==> src/design/irm_pkg.sv <==
// Shared constants and codes for the interval range map.
package irm_pkg;

    localparam int TABLE_DEPTH = 16;
    localparam int KEY_BITS    = 32;
    localparam int VALUE_BITS  = 8;

    typedef enum logic
    {
        FUNC_ASSIGN = 1'b0,
        FUNC_LOOKUP = 1'b1
    } func_t;

    typedef enum logic [1:0]
    {
        STATUS_DONE  = 2'd0,
        STATUS_EMPTY = 2'd1,
        STATUS_FULL  = 2'd2
    } status_t;

endpackage

==> src/design/irm_req_if.sv <==
// Request channel: assign or lookup item with valid/ready handshake.
interface irm_req_if #(
    parameter int KEY_BITS   = irm_pkg::KEY_BITS,
    parameter int VALUE_BITS = irm_pkg::VALUE_BITS
);
    logic                         valid;
    logic                         ready;
    irm_pkg::func_t               func;
    logic signed [KEY_BITS-1:0]   key_begin;
    logic signed [KEY_BITS-1:0]   key_end;
    logic        [VALUE_BITS-1:0] new_value;

    modport source (output valid, func, key_begin, key_end, new_value, input ready);
    modport sink   (input valid, func, key_begin, key_end, new_value, output ready);
endinterface

==> src/design/irm_rsp_if.sv <==
// Response channel: lookup value and status with valid/ready handshake.
interface irm_rsp_if #(
    parameter int VALUE_BITS = irm_pkg::VALUE_BITS
);
    logic                   valid;
    logic                   ready;
    logic [VALUE_BITS-1:0]  read_value;
    irm_pkg::status_t       status;

    modport source (output valid, read_value, status, input ready);
    modport sink   (input valid, read_value, status, output ready);
endinterface

==> src/design/interval_range_map_top.sv <==
// Interval range map: sorted breakpoint table with range assign and key lookup.
//
// Usage:
//   req carries one item: func selects assign (give new_value to keys in
//   [key_begin, key_end)) or lookup (value mapped at key_begin). rsp returns
//   one item per request: read_value (lookup only, zero on assign) and status
//   (done, empty range ignored, table full with nothing changed).
//   cfg_wr_en/cfg_wr_data write initial_value and reset the table to one
//   entry; write only while no request is in flight.
// Sequencing:
//   A sequencer walks the breakpoint table through one RAM read port and one
//   shared key comparator, reading each entry and then processing it. An
//   assign walks every entry, an empty range goes straight to the result, and
//   a lookup walks the entries at or below the key. One item is in work at a
//   time; req.ready is high only while the sequencer is idle, so the next item
//   is accepted only once the result has been registered.
// Reset and stalls:
//   Reset leaves one entry at the lowest key holding zero. A finished result
//   sits in the output register until rsp.ready; the next item is accepted
//   meanwhile, and its result waits until the register frees.
module interval_range_map_top #(
    parameter int TABLE_DEPTH = irm_pkg::TABLE_DEPTH,
    parameter int KEY_BITS    = irm_pkg::KEY_BITS,
    parameter int VALUE_BITS  = irm_pkg::VALUE_BITS
) (
    input  logic                  clk,
    input  logic                  rst_n,
    input  logic                  cfg_wr_en,
    input  logic [VALUE_BITS-1:0] cfg_wr_data,
    irm_req_if.sink               req,
    irm_rsp_if.source             rsp
);

    localparam int IdxBits  = (TABLE_DEPTH > 1) ? $clog2(TABLE_DEPTH) : 1;
    localparam int CntBits  = $clog2(TABLE_DEPTH + 1);
    localparam int RamDepth = 2 ** (IdxBits + 1);
    localparam int WordBits = KEY_BITS + VALUE_BITS;

    localparam logic [KEY_BITS-1:0] KeySign = {1'b1, {(KEY_BITS-1){1'b0}}};
    localparam logic [CntBits-1:0]  CntFull = CntBits'(TABLE_DEPTH);
    localparam logic [CntBits-1:0]  CntOne  = CntBits'(1);

    typedef enum logic [3:0]
    {
        ST_IDLE = 4'b0001,
        ST_READ = 4'b0010,
        ST_PROC = 4'b0100,
        ST_DONE = 4'b1000
    } state_t;

    typedef enum logic [2:0]
    {
        PH_LOW  = 3'b001,
        PH_MID  = 3'b010,
        PH_HIGH = 3'b100
    } phase_t;

    state_t                 state_reg, state_next;
    phase_t                 phase_reg, phase_next;
    logic                   lookup_reg, lookup_next;
    logic [CntBits-1:0]     idx_reg, idx_next;
    logic [CntBits-1:0]     n_reg, n_next;
    logic                   ovf_reg, ovf_next;
    logic                   bank_reg, bank_next;
    logic [CntBits-1:0]     count_reg, count_next;
    logic [VALUE_BITS-1:0]  head_reg, head_next;
    logic                   out_valid_reg, out_valid_next;

    logic [KEY_BITS-1:0]    b_reg, b_next;
    logic [KEY_BITS-1:0]    e_reg, e_next;
    logic [VALUE_BITS-1:0]  val_reg, val_next;
    logic [VALUE_BITS-1:0]  last_val_reg, last_val_next;
    logic [VALUE_BITS-1:0]  end_val_reg, end_val_next;
    logic [VALUE_BITS-1:0]  new_head_reg, new_head_next;
    logic [VALUE_BITS-1:0]  pend_value_reg, pend_value_next;
    irm_pkg::status_t       pend_status_reg, pend_status_next;
    logic [VALUE_BITS-1:0]  out_value_reg, out_value_next;
    irm_pkg::status_t       out_status_reg, out_status_next;

    logic                   wr_en;
    logic [IdxBits:0]       wr_addr;
    logic [WordBits-1:0]    wr_data;
    logic [IdxBits:0]       rd_addr;
    logic [WordBits-1:0]    rd_data;

    logic [KEY_BITS-1:0]    in_b;
    logic [KEY_BITS-1:0]    in_e;
    logic [KEY_BITS-1:0]    ent_key;
    logic [VALUE_BITS-1:0]  ent_val;
    logic [KEY_BITS-1:0]    cmp_ref;
    logic                   cmp_lt;
    logic                   cmp_eq;
    logic                   at_end;
    logic                   push_en;
    logic [KEY_BITS-1:0]    push_key;
    logic [VALUE_BITS-1:0]  push_val;
    logic                   push_do;

    irm_ram #(
        .WIDTH (WordBits),
        .DEPTH (RamDepth)
    ) u_ram (
        .clk     (clk),
        .wr_en   (wr_en),
        .wr_addr (wr_addr),
        .wr_data (wr_data),
        .rd_addr (rd_addr),
        .rd_data (rd_data)
    );

    assign in_b    = req.key_begin ^ KeySign;
    assign in_e    = req.key_end ^ KeySign;
    assign rd_addr = {bank_reg, idx_reg[IdxBits-1:0]};
    assign ent_key = (idx_reg == '0) ? '0 : rd_data[WordBits-1 -: KEY_BITS];
    assign ent_val = (idx_reg == '0) ? head_reg : rd_data[VALUE_BITS-1:0];
    assign cmp_ref = (phase_reg == PH_LOW) ? b_reg : e_reg;
    assign cmp_lt  = ent_key < cmp_ref;
    assign cmp_eq  = ent_key == cmp_ref;
    assign at_end  = idx_reg == count_reg;

    assign wr_addr = {~bank_reg, n_reg[IdxBits-1:0]};
    assign wr_data = {push_key, push_val};
    assign wr_en   = push_do && (n_reg != '0) && (n_reg != CntFull);

    assign req.ready      = state_reg == ST_IDLE;
    assign rsp.valid      = out_valid_reg;
    assign rsp.read_value = out_value_reg;
    assign rsp.status     = out_status_reg;

    always_comb
    begin
        state_next       = state_reg;
        phase_next       = phase_reg;
        lookup_next      = lookup_reg;
        idx_next         = idx_reg;
        n_next           = n_reg;
        ovf_next         = ovf_reg;
        bank_next        = bank_reg;
        count_next       = count_reg;
        head_next        = head_reg;
        out_valid_next   = out_valid_reg;
        b_next           = b_reg;
        e_next           = e_reg;
        val_next         = val_reg;
        last_val_next    = last_val_reg;
        end_val_next     = end_val_reg;
        new_head_next    = new_head_reg;
        pend_value_next  = pend_value_reg;
        pend_status_next = pend_status_reg;
        out_value_next   = out_value_reg;
        out_status_next  = out_status_reg;
        push_en          = 1'b0;
        push_key         = ent_key;
        push_val         = ent_val;

        if (out_valid_reg && rsp.ready)
        begin
            out_valid_next = 1'b0;
        end

        case (state_reg)
            ST_IDLE:
            begin
                if (req.valid)
                begin
                    lookup_next     = req.func == irm_pkg::FUNC_LOOKUP;
                    b_next          = in_b;
                    e_next          = (req.func == irm_pkg::FUNC_LOOKUP) ? in_b : in_e;
                    val_next        = req.new_value;
                    idx_next        = '0;
                    n_next          = '0;
                    ovf_next        = 1'b0;
                    end_val_next    = head_reg;
                    pend_value_next = '0;
                    phase_next      = (req.func == irm_pkg::FUNC_LOOKUP) ? PH_MID : PH_LOW;
                    if ((req.func == irm_pkg::FUNC_ASSIGN) && !(in_b < in_e))
                    begin
                        pend_status_next = irm_pkg::STATUS_EMPTY;
                        state_next       = ST_DONE;
                    end
                    else
                    begin
                        pend_status_next = irm_pkg::STATUS_DONE;
                        state_next       = ST_READ;
                    end
                end
            end
            ST_READ:
            begin
                state_next = ST_PROC;
            end
            ST_PROC:
            begin
                case (phase_reg)
                    PH_LOW:
                    begin
                        if (!at_end && cmp_lt)
                        begin
                            push_en      = 1'b1;
                            end_val_next = ent_val;
                            idx_next     = idx_reg + CntOne;
                            state_next   = ST_READ;
                        end
                        else
                        begin
                            push_en    = 1'b1;
                            push_key   = b_reg;
                            push_val   = val_reg;
                            phase_next = PH_MID;
                        end
                    end
                    PH_MID:
                    begin
                        if (!at_end && (cmp_lt || cmp_eq))
                        begin
                            end_val_next = ent_val;
                            idx_next     = idx_reg + CntOne;
                            state_next   = ST_READ;
                        end
                        else if (lookup_reg)
                        begin
                            pend_value_next = end_val_reg;
                            state_next      = ST_DONE;
                        end
                        else
                        begin
                            push_en    = 1'b1;
                            push_key   = e_reg;
                            push_val   = end_val_reg;
                            phase_next = PH_HIGH;
                        end
                    end
                    PH_HIGH:
                    begin
                        if (!at_end)
                        begin
                            push_en    = 1'b1;
                            idx_next   = idx_reg + CntOne;
                            state_next = ST_READ;
                        end
                        else
                        begin
                            if (ovf_reg)
                            begin
                                pend_status_next = irm_pkg::STATUS_FULL;
                            end
                            else
                            begin
                                bank_next  = ~bank_reg;
                                count_next = n_reg;
                                head_next  = new_head_reg;
                            end
                            state_next = ST_DONE;
                        end
                    end
                    default:
                    begin
                        state_next = ST_IDLE;
                    end
                endcase
            end
            ST_DONE:
            begin
                if (!out_valid_reg || rsp.ready)
                begin
                    out_valid_next  = 1'b1;
                    out_value_next  = pend_value_reg;
                    out_status_next = pend_status_reg;
                    state_next      = ST_IDLE;
                end
            end
            default:
            begin
                state_next = ST_IDLE;
            end
        endcase

        push_do = push_en && !((n_reg != '0) && (last_val_reg == push_val));

        if (push_do)
        begin
            if (n_reg == CntFull)
            begin
                ovf_next = 1'b1;
            end
            else
            begin
                n_next        = n_reg + CntOne;
                last_val_next = push_val;
                if (n_reg == '0)
                begin
                    new_head_next = push_val;
                end
            end
        end

        if (cfg_wr_en)
        begin
            head_next  = cfg_wr_data;
            count_next = CntOne;
        end
    end

    always_ff @(posedge clk or negedge rst_n)
    begin
        if (!rst_n)
        begin
            state_reg     <= ST_IDLE;
            phase_reg     <= PH_LOW;
            lookup_reg    <= 1'b0;
            idx_reg       <= '0;
            n_reg         <= '0;
            ovf_reg       <= 1'b0;
            bank_reg      <= 1'b0;
            count_reg     <= CntOne;
            head_reg      <= '0;
            out_valid_reg <= 1'b0;
        end
        else
        begin
            state_reg     <= state_next;
            phase_reg     <= phase_next;
            lookup_reg    <= lookup_next;
            idx_reg       <= idx_next;
            n_reg         <= n_next;
            ovf_reg       <= ovf_next;
            bank_reg      <= bank_next;
            count_reg     <= count_next;
            head_reg      <= head_next;
            out_valid_reg <= out_valid_next;
        end
    end

    always_ff @(posedge clk)
    begin
        b_reg           <= b_next;
        e_reg           <= e_next;
        val_reg         <= val_next;
        last_val_reg    <= last_val_next;
        end_val_reg     <= end_val_next;
        new_head_reg    <= new_head_next;
        pend_value_reg  <= pend_value_next;
        pend_status_reg <= pend_status_next;
        out_value_reg   <= out_value_next;
        out_status_reg  <= out_status_next;
    end

`ifndef ASSERT_OFF
    a_count_range: assert property (@(posedge clk) disable iff (!rst_n)
        (count_reg != '0) && (count_reg <= CntFull))
        else $error("entry count out of range");

    a_fill_bound: assert property (@(posedge clk) disable iff (!rst_n)
        n_reg <= CntFull)
        else $error("rebuild fill count beyond table depth");

    a_accept_busy: assert property (@(posedge clk) disable iff (!rst_n)
        (req.valid && req.ready) |=> (state_reg != ST_IDLE))
        else $error("sequencer idle after accepting an item");

    a_bank_commit: assert property (@(posedge clk) disable iff (!rst_n)
        (bank_reg != $past(bank_reg)) |-> ($past(state_reg) == ST_PROC))
        else $error("table bank swapped outside a commit");
`endif

endmodule

==> src/design/irm_ram.sv <==
// Generic single-write, single-read RAM with registered read data.
module irm_ram #(
    parameter int WIDTH = 8,
    parameter int DEPTH = 16
) (
    input  logic                     clk,
    input  logic                     wr_en,
    input  logic [$clog2(DEPTH)-1:0] wr_addr,
    input  logic [WIDTH-1:0]         wr_data,
    input  logic [$clog2(DEPTH)-1:0] rd_addr,
    output logic [WIDTH-1:0]         rd_data
);

    logic [WIDTH-1:0] mem_reg [DEPTH];
    logic [WIDTH-1:0] rd_data_reg;

    always_ff @(posedge clk)
    begin
        if (wr_en)
        begin
            mem_reg[wr_addr] <= wr_data;
        end
        rd_data_reg <= mem_reg[rd_addr];
    end

    assign rd_data = rd_data_reg;

endmodule
==> src/flat_wrapper.sv <==
// flat-port wrapper written by rule: the top's interface ports become plain ports
module interval_range_map_top_flat 
#(
    parameter int TABLE_DEPTH = irm_pkg::TABLE_DEPTH,
    parameter int KEY_BITS    = irm_pkg::KEY_BITS,
    parameter int VALUE_BITS  = irm_pkg::VALUE_BITS
)
  (clk, rst_n, cfg_wr_en, cfg_wr_data, req_valid, req_func, req_key_begin, req_key_end, req_new_value, req_ready, rsp_valid, rsp_read_value, rsp_status, rsp_ready);
  irm_req_if #(.KEY_BITS(KEY_BITS), .VALUE_BITS(VALUE_BITS)) req_i ();
  irm_rsp_if #(.VALUE_BITS(VALUE_BITS)) rsp_i ();
  input  logic clk;
  input  logic rst_n;
  input  logic cfg_wr_en;
  input  logic [VALUE_BITS-1:0] cfg_wr_data;
  input wire logic [$bits(req_i.valid)-1:0] req_valid;
  input wire logic [$bits(req_i.func)-1:0] req_func;
  input wire logic [$bits(req_i.key_begin)-1:0] req_key_begin;
  input wire logic [$bits(req_i.key_end)-1:0] req_key_end;
  input wire logic [$bits(req_i.new_value)-1:0] req_new_value;
  output wire logic [$bits(req_i.ready)-1:0] req_ready;
  output wire logic [$bits(rsp_i.valid)-1:0] rsp_valid;
  output wire logic [$bits(rsp_i.read_value)-1:0] rsp_read_value;
  output wire logic [$bits(rsp_i.status)-1:0] rsp_status;
  input wire logic [$bits(rsp_i.ready)-1:0] rsp_ready;
  assign req_i.valid = req_valid;
  assign req_i.func = req_func;
  assign req_i.key_begin = req_key_begin;
  assign req_i.key_end = req_key_end;
  assign req_i.new_value = req_new_value;
  assign req_ready = req_i.ready;
  assign rsp_valid = rsp_i.valid;
  assign rsp_read_value = rsp_i.read_value;
  assign rsp_status = rsp_i.status;
  assign rsp_i.ready = rsp_ready;
  interval_range_map_top #(.TABLE_DEPTH(TABLE_DEPTH), .KEY_BITS(KEY_BITS), .VALUE_BITS(VALUE_BITS)) u_core (.clk(clk), .rst_n(rst_n), .cfg_wr_en(cfg_wr_en), .cfg_wr_data(cfg_wr_data), .req(req_i), .rsp(rsp_i));
endmodule
==> config.mk <==
export PLATFORM = sky130hd
export DESIGN_NAME = interval_range_map_top_flat
export DESIGN_NICKNAME = d
export VERILOG_FILES = /design/src/design/irm_pkg.sv /design/src/design/irm_req_if.sv /design/src/design/irm_rsp_if.sv /design/src/design/interval_range_map_top.sv /design/src/design/irm_ram.sv /design/src/flat_wrapper.sv
export SDC_FILE = /design/constraint.sdc
export NUM_CORES = 2
export LEC_CHECK = 0
export BUFFER_PORTS_ARGS = -buffer_cell sky130_fd_sc_hd__buf_2
export CAP_MARGIN = 5
export CORE_MARGIN = 2
export CORE_UTILIZATION = 60
export CTS_BUF_LIST = sky130_fd_sc_hd__clkbuf_8
export CTS_CLUSTER_SIZE = 10
export DETAILED_ROUTE_END_ITERATION = 7
export PLACE_DENSITY = 0.77
export SKIP_LAST_GASP = 1
export SLEW_MARGIN = 15
export SYNTH_ARGS = -nofsm -noshare
export SYNTH_HDL_FRONTEND = slang
export SYNTH_HIERARCHICAL = 1
export SYNTH_SLANG_ARGS = --single-unit
==> constraint.sdc <==
create_clock -name clk -period 14.48 [get_ports clk]
set_input_delay 1.448 -clock clk [delete_from_list [all_inputs] [get_ports clk]]
set_output_delay 1.448 -clock clk [all_outputs]
set_load 0.02 [all_outputs]
## Word-level counts from Yosys, hierarchy flattened

Memory sizes are Yosys's and may differ from the RTL's. A register that Yosys moved wholly into a read port is not among the register bits.
Index checks and enable logic that the tools add are counted.

| storage, ports and cells | value |
|---|---|
| flip-flop bits (word level) | 150 |
| RAM bits | 1,280 |
| output and inout port bits | 12 |
| memories kept | 1 |

| operators by class | value |
|---|---|
| $add $sub $neg | 2 |
| magnitude comparators | 2 |
| equality and inequality tests | 30 |
| mux-type cells | 80 |
| bitwise logic cells | 6 |
| reduce and logical (&&, ||, !) cells | 33 |

Memory list:

| name | words | bits a word | rd ports | clocked after memory_dff | wr ports | line | RTL |
|---|---|---|---|---|---|---|---|
| u_core.u_ram.mem_reg | 32 | 40 | 1 | 1 | 1 | irm_ram.sv:14 | `logic [WIDTH-1:0] mem_reg [DEPTH];` |

Operators with widths:

| cell | count |
|---|---|
| 2-to-1 mux 32 bit | 7 |
| 2-to-1 mux 8 bit | 17 |
| 2-to-1 mux 5 bit | 13 |
| < comparator 32 bit | 2 |
| case mux 32 bit (2 select lines) | 1 |
| case mux 8 bit (2 select lines) | 4 |
| equality test 32 bit | 1 |
| 2-to-1 mux 4 bit | 7 |
| case mux 4 bit (4 select lines) | 1 |
| inequality test 3 bit, second input constant | 5 |
| case mux 5 bit (3 select lines) | 1 |
| AND reduction 5 bit | 3 |
| 2-to-1 mux 1 bit | 14 |
| 2-to-1 mux 3 bit | 4 |
| case mux 3 bit (2 select lines) | 2 |
| case mux 4 bit (3 select lines) | 1 |
| AND reduction 4 bit | 3 |
| AND reduction 6 bit | 2 |
| adder 5 x 1 -> 5 bit, second input constant | 2 |
| logical NOT 5 bit | 2 |
| 2-to-1 mux 2 bit | 5 |
| inequality test 2 x 1 -> 1 bit, second input constant | 5 |
| case mux 5 bit (2 select lines) | 1 |
| equality test 8 bit | 1 |
| 23 further kinds | 49 |

## Longest topological paths before layout

| depth | value |
|---|---|
| depth in word-level cells | 16 |
| gate-level depth with buffers | 22 |
| gate-level depth less buffers | 18 |

## Cells and area by module

The synthesis kept the hierarchy.

Modules (own cells, without submodules):

| module | instances | cells an instance | area an instance (sq um) |
|---|---|---|---|
| irm_ram | 1 | 2,813 | 50,564.7 |
| interval_range_map_top | 1 | 887 | 8,984.9 |

## Least setup slack after synthesis

Ideal clock, no wire load.

| timing path | value |
|---|---|
| kind | reg-to-reg |
| start | register u_core.phase_reg[0] |
| end | memory u_core/u_ram/mem_reg[12][0] (netlist name) (enable) |
| setup time | 0.437 ns |
| arrival time | 7.962 ns |
| data required time | 14.043 ns |
| setup slack | 6.080 ns |
| cell stages (with the launch flop) | 22 |
| period minus slack after synthesis | 8.400 ns |
| cells stage by stage | dfstp_2 -> clkbuf_1 -> nand2b_1 -> nor2_1 -> clkbuf_1 -> buf_1 -> clkbuf_1 -> mux2i_1 -> ha_1 -> nand4_2 -> or4_1 -> a211oi_2 -> nand2_1 -> and3_1 -> buf_2 -> o22ai_1 -> xnor2_1 -> a41o_2 -> nor2_1 -> or3b_2 -> clkbuf_1 -> nor2_1 |

| on the way | value |
|---|---|
| longest elaborated chain between the ends | 16 |
| elaborated cells between the ends (all ways) | 24 |
| those cells by class | 1 x order compare; 5 x eq/ne; 10 x mux; 8 x reduce/logical |

Ends and longest elaborated chain:

| item | line | RTL |
|---|---|---|
| from (decl) | interval_range_map_top.sv:59 | `phase_t phase_reg, phase_next;` |
| from (signal assigned) | interval_range_map_top.sv:322 | `phase_reg <= phase_next;` |
| equality test 3 x 1 -> 1 bit | interval_range_map_top.sv:116, interval_range_map_top.sv:194 |  |
| 2-to-1 mux 32 bit | interval_range_map_top.sv:116 | `assign cmp_ref = (phase_reg == PH_LOW) ? b_reg : e_reg;` |
| < comparator 32 bit / equality test 32 bit (equally long branches) | interval_range_map_top.sv:117, interval_range_map_top.sv:118 |  |
| logical OR 1 bit | interval_range_map_top.sv:214 | `if (!at_end && (cmp_lt \|\| cmp_eq))` |
| logical AND 1 bit | interval_range_map_top.sv:214 |  |
| 2-to-1 mux 8 bit | interval_range_map_top.sv:214 |  |
| case mux 8 bit (2 select lines) * | interval_range_map_top.sv:194 | `case (phase_reg)` |
| 2-to-1 mux 8 bit * | interval_range_map_top.sv:161 | `case (state_reg)` |
| net u_core.push_val[7] | interval_range_map_top.sv:96 | `logic [VALUE_BITS-1:0] push_val;` |
| equality test 8 bit * | interval_range_map_top.sv:278 | `push_do = push_en && !((n_reg != '0) && (last_val_reg == push_val));` |
| logical AND 1 bit * | interval_range_map_top.sv:278 |  |
| logical NOT 1 bit * | interval_range_map_top.sv:278 |  |
| logical AND 1 bit * | interval_range_map_top.sv:278 |  |
| logical AND 1 bit * (2 in a row) | interval_range_map_top.sv:123 | `assign wr_en = push_do && (n_reg != '0) && (n_reg != CntFull);` |
| net u_core.wr_en | interval_range_map_top.sv:80 | `logic wr_en;` |
| 2-to-1 mux 1 bit * | irm_ram.sv:19 | `if (wr_en)` |
| 2-to-1 mux 1 bit (implied by the code) * | irm_ram.sv:21 | `mem_reg[wr_addr] <= wr_data;` |
| to (decl) | irm_ram.sv:14 |  |

The timed path passes the listed nets; every way through them passes the cells marked *.

## Worst setup path in the final report

| timing path | value |
|---|---|
| start | register u_core.idx_reg[0] |
| end | memory u_core/u_ram/mem_reg[14][35] (netlist name) (enable) |

| on the way | value |
|---|---|
| longest elaborated chain between the ends | 16 |
| elaborated cells between the ends (all ways) | 27 |
| those cells by class | 1 x order compare; 3 x eq/ne; 13 x mux; 10 x reduce/logical |

Ends and longest elaborated chain:

| item | line | RTL |
|---|---|---|
| from (decl) | interval_range_map_top.sv:61 | `logic [CntBits-1:0] idx_reg, idx_next;` |
| from (signal assigned) | interval_range_map_top.sv:324 | `idx_reg <= idx_next;` |
| logical NOT 5 bit | interval_range_map_top.sv:114, interval_range_map_top.sv:115 |  |
| 2-to-1 mux 32 bit | interval_range_map_top.sv:114 | `assign ent_key = (idx_reg == '0) ? '0 : rd_data[WordBits-1 -: KEY_BITS];` |
| < comparator 32 bit / equality test 32 bit (equally long branches) | interval_range_map_top.sv:117, interval_range_map_top.sv:118 |  |
| logical OR 1 bit | interval_range_map_top.sv:214 |  |
| logical AND 1 bit | interval_range_map_top.sv:214 |  |
| 2-to-1 mux 8 bit | interval_range_map_top.sv:214 |  |
| case mux 8 bit (2 select lines) | interval_range_map_top.sv:194 |  |
| 2-to-1 mux 8 bit * | interval_range_map_top.sv:161 |  |
| net u_core.push_val[4] | interval_range_map_top.sv:96 |  |
| equality test 8 bit * | interval_range_map_top.sv:278 |  |
| logical AND 1 bit * | interval_range_map_top.sv:278 |  |
| logical NOT 1 bit * | interval_range_map_top.sv:278 |  |
| logical AND 1 bit * | interval_range_map_top.sv:278 |  |
| logical AND 1 bit * (2 in a row) | interval_range_map_top.sv:123 |  |
| net u_core.wr_en | interval_range_map_top.sv:80 |  |
| 2-to-1 mux 1 bit * | irm_ram.sv:19 |  |
| 2-to-1 mux 1 bit (implied by the code) * | irm_ram.sv:21 |  |

Marked as above.

==> qor.yml <==
status:
  status: "completed"
logic_synthesis:
  yosys_register_bits: 1470
  synth_top_cells_by_area: "edfxtp_1, mux2i_1, a22oi_1, a21oi_1, ha_1"
  synth-simple-area-share_pct: 4.423
  synth_warnings: 6
  synth_area_leader_cell: "edfxtp_1"
  synth_compound_area_share_pct: 6.631
  synthCells: 3700
  synth_edf_count: 1396
  ys_async_sr_fraction_pct: 2.313
  yosysSeqAreaShare_pct: 73.18
  synthAdderAreaFrac_pct: 1.408
  yosysUniqueCellTypes: 68
  netlist_area_um2: 59550
  synth_top_cell_area_share_pct: 70.40
  synth_top_family_by_area: "multiplexers"
  syn-num-nets: 3853
  synthMuxAreaShare_pct: 11.73
  avgSynthCellArea_um2: 16.09
  synth_xor_area_share_pct: 0.2353
  synth_top_flop_cell: "edfxtp_1"
routing:
  wl_um: 148500
  drt_iter0_drc: 4485
  drc: 0
  via_count: 34201
  ant_nets: 0
  first_pass_iters: 6
  viasPerCell: 6.355
  wire_per_inst_um: 27.60
setup_path:
  critPathLaunchType: "register"
  crit_required_ns: 14.99
  path_max_fanout: 47
  crit_path_start: "u_core/idx_reg[0]"
  endpoint: "u_core/u_ram/mem_reg[14][35]"
  timing.rr.start: "u_core/idx_reg[0]"
  slowest_delay_ns: 0.98
  setup.worst_path.class: "register to register"
  r2r_end: "u_core/u_ram/mem_reg[14][35]"
  cpMaxStageDelayCell: "or4b_2"
  ff2ff_setup_slack_ns: 5.73
  r2r_cells: 20
  arrival_ns: 9.27
  path_cells: "inv_1, ha_1, or4b_2, nand2_1, inv_1, ha_1, nor2b_1, o211ai_1, a2111o_1, o211a_1, o21ai_1, nand2_1, o22ai_2, buf_4, xnor2_1, a41o_2, nor2_1, nand3b_1, nor2_4, buf_4"
  end_kind: "register"
sta:
  min_period_ns: 8.753
  grt_setup_unrepaired: "false"
  clock_skew_ns: 0.05429
  slew_headroom_pct: 18.38
  period_share_pct: 60.45
  worstMarginPinSlew_ns: 1.224
  hold_violations: 0
  fmax_mhz: 114.3
  setup_viol: 0
  slew_violations: 0
  setup-tns-final_ns: 0
cts:
  cts_resized: 0
  h-tree-depth: 4
  cts_inserted_buffers: 218
  cts-root-buf: "clkbuf_8"
  clock_sinks: 1470
  hold_buffers: 0
  cts.clk_slew.worst_paths_ns: 0.07
  clock_latency_ns: 0.91
  cts_setup_buffers: 0
  cts_tree: "built"
  cts_buffer_depth: 3
placed_design:
  place_area_um2: 61840
  numPortBuffers: 97
  place_hpwl_um: 88050
  gp_congestion: 0.9331
layout:
  final_common_cell: "edfxtp_1"
  syn2layout_area_growth_pct: 10.83
  final_area_um2: 66000
  layout_common_cells: "edfxtp_1, mux2i_1, clkbuf_8"
  fillers: 6476
  nNetsFinal: 4060
  drive_gt1_share_pct: 13.71
  regArea_um2: 43580
  multi_input_area_um2: 15120
  largest_reg_flops: 1280
grt:
  grt_max_degree: 130
  grt_antenna_before_repair: 13
  grt_pass1_vias: 33478
  grt_overflow: 0
  grt_usage_pct: 29.02
  grt_pass1_wl_um: 216200
run:
  drv_cap: 0
power:
  irDropWorstVdd_v: 0.00008364
  p_leak_uw: 0.02177
  power.density_nw_per_um2: 136.8
die:
  chipHeight_um: 319.0
  fp-row-count: 115
  core_area_um2: 98420
  die-area_um2: 101800
  dieWidth_um: 319.0
  num_io_pins: 98
  initial_core_util_pct: 60.51
min_path:
  hold_class: "register to register"
[critical path: cells and delay by family (launching register included)]
family	cells	cell delay, ns
simple gates	7	3.83
compound gates	6	1.93
buf+inv	4	1.13
flops	1	0.78
fa+ha+maj	2	0.48
xor+xnor	1	0.12
[synth_stat cells (all sizes together) (3+ instances only)]
library cell / number
edfxtp: 1396
mux2i: 693
nand2: 220
a21oi: 181
a22oi: 156
nand3: 128
buf: 105
clkbuf: 99
nor2: 85
a22o: 80
inv: 79
ha: 67
o21ai: 59
nor3: 48
a31oi: 41
dfxtp: 40
o22ai: 37
dfrtp: 31
nand2b: 16
a21o: 14
nand4: 14
and2: 11
nand3b: 9
xor2: 9
nor2b: 8
nor4: 7
xnor2: 7
a211oi: 6
a32oi: 5
and3: 4
and4: 4
mux2: 4
or3: 4
dfstp: 3
or3b: 3
[report_power, final]
| group | internal [µW] | leakage (µW) | switching, µW |
|---|---|---|---|
| Sequential | 4830 | 0.0136 | 88.5 |
| Clock | 1580 | 0.00242 | 1560 |
| Combinational | 345 | 0.00571 | 622 |
[cell type report]
cell class	count	share of cell area, %
Clock inverter	167	1.399
Inverter	79	0.4512
Sequential cell	1470	66.03
Timing Repair Buffer	191	1.930
Antenna cell	11	0.04171
Multi-Input combinational cell	1947	22.91
Clock buffer	230	4.796
Tap cell	1287	2.440
[how the worst min path moves through the flow]
stage,start,slack [ns],endpoint,cells after the start
after global routing,u_core/pend_value_reg[1],0.42,u_core/rsp.read_value[1],0
final,u_core/pend_value_reg[1],0.42,u_core/rsp.read_value[1],0
after CTS,u_core/pend_status_reg[0],0.42,u_core/rsp.status[0],0
after detailed placement,u_core/pend_value_reg[1],0.41,u_core/rsp.read_value[1],0
after floorplan,u_core/pend_value_reg[0],0.40,u_core/rsp.read_value[0],0
after global placement,u_core/pend_value_reg[0],0.41,u_core/rsp.read_value[0],0
[per-stage QoR]
| step | total power [µW] | instances | util [%] | setup WS [ns] | hold WS [ns] |
|---|---|---|---|---|---|
| after floorplan | 5651 | 3700 | - | 6.080 | 0.4003 |
| after global placement | 5929 | 4973 | 62.83 | 5.658 | 0.4065 |
| after detailed placement | 5950 | 4973 | 62.83 | 5.393 | 0.4054 |
| after CTS | 9046 | 5370 | 66.99 | 5.326 | 0.4230 |
| after global routing | 9312 | 5381 | 67.06 | 5.410 | 0.4236 |
| final | 9027 | 5382 | 67.06 | 5.727 | 0.4208 |
[layer usage]
layer	vias up	wire, µm	GRT usage (%)
met5	-	0	0
met1	17256	58760	40.15
met2	1797	71160	46.37
li1	14880	-	-
met4	0	5373	11.72
met3	268	13240	5.004
[kinds of logic (layout without fill, tap and decap cells)]
logic type,Yosys count,after routing
simple gates,569,569
compound gates,598,598
mux,697,697
xor+xnor,16,16
fa+ha+maj,67,67
other cells,0,11
flops,1470,1470
buf+inv,283,667
No activity file was read; power rests on OpenSTA's default activity.
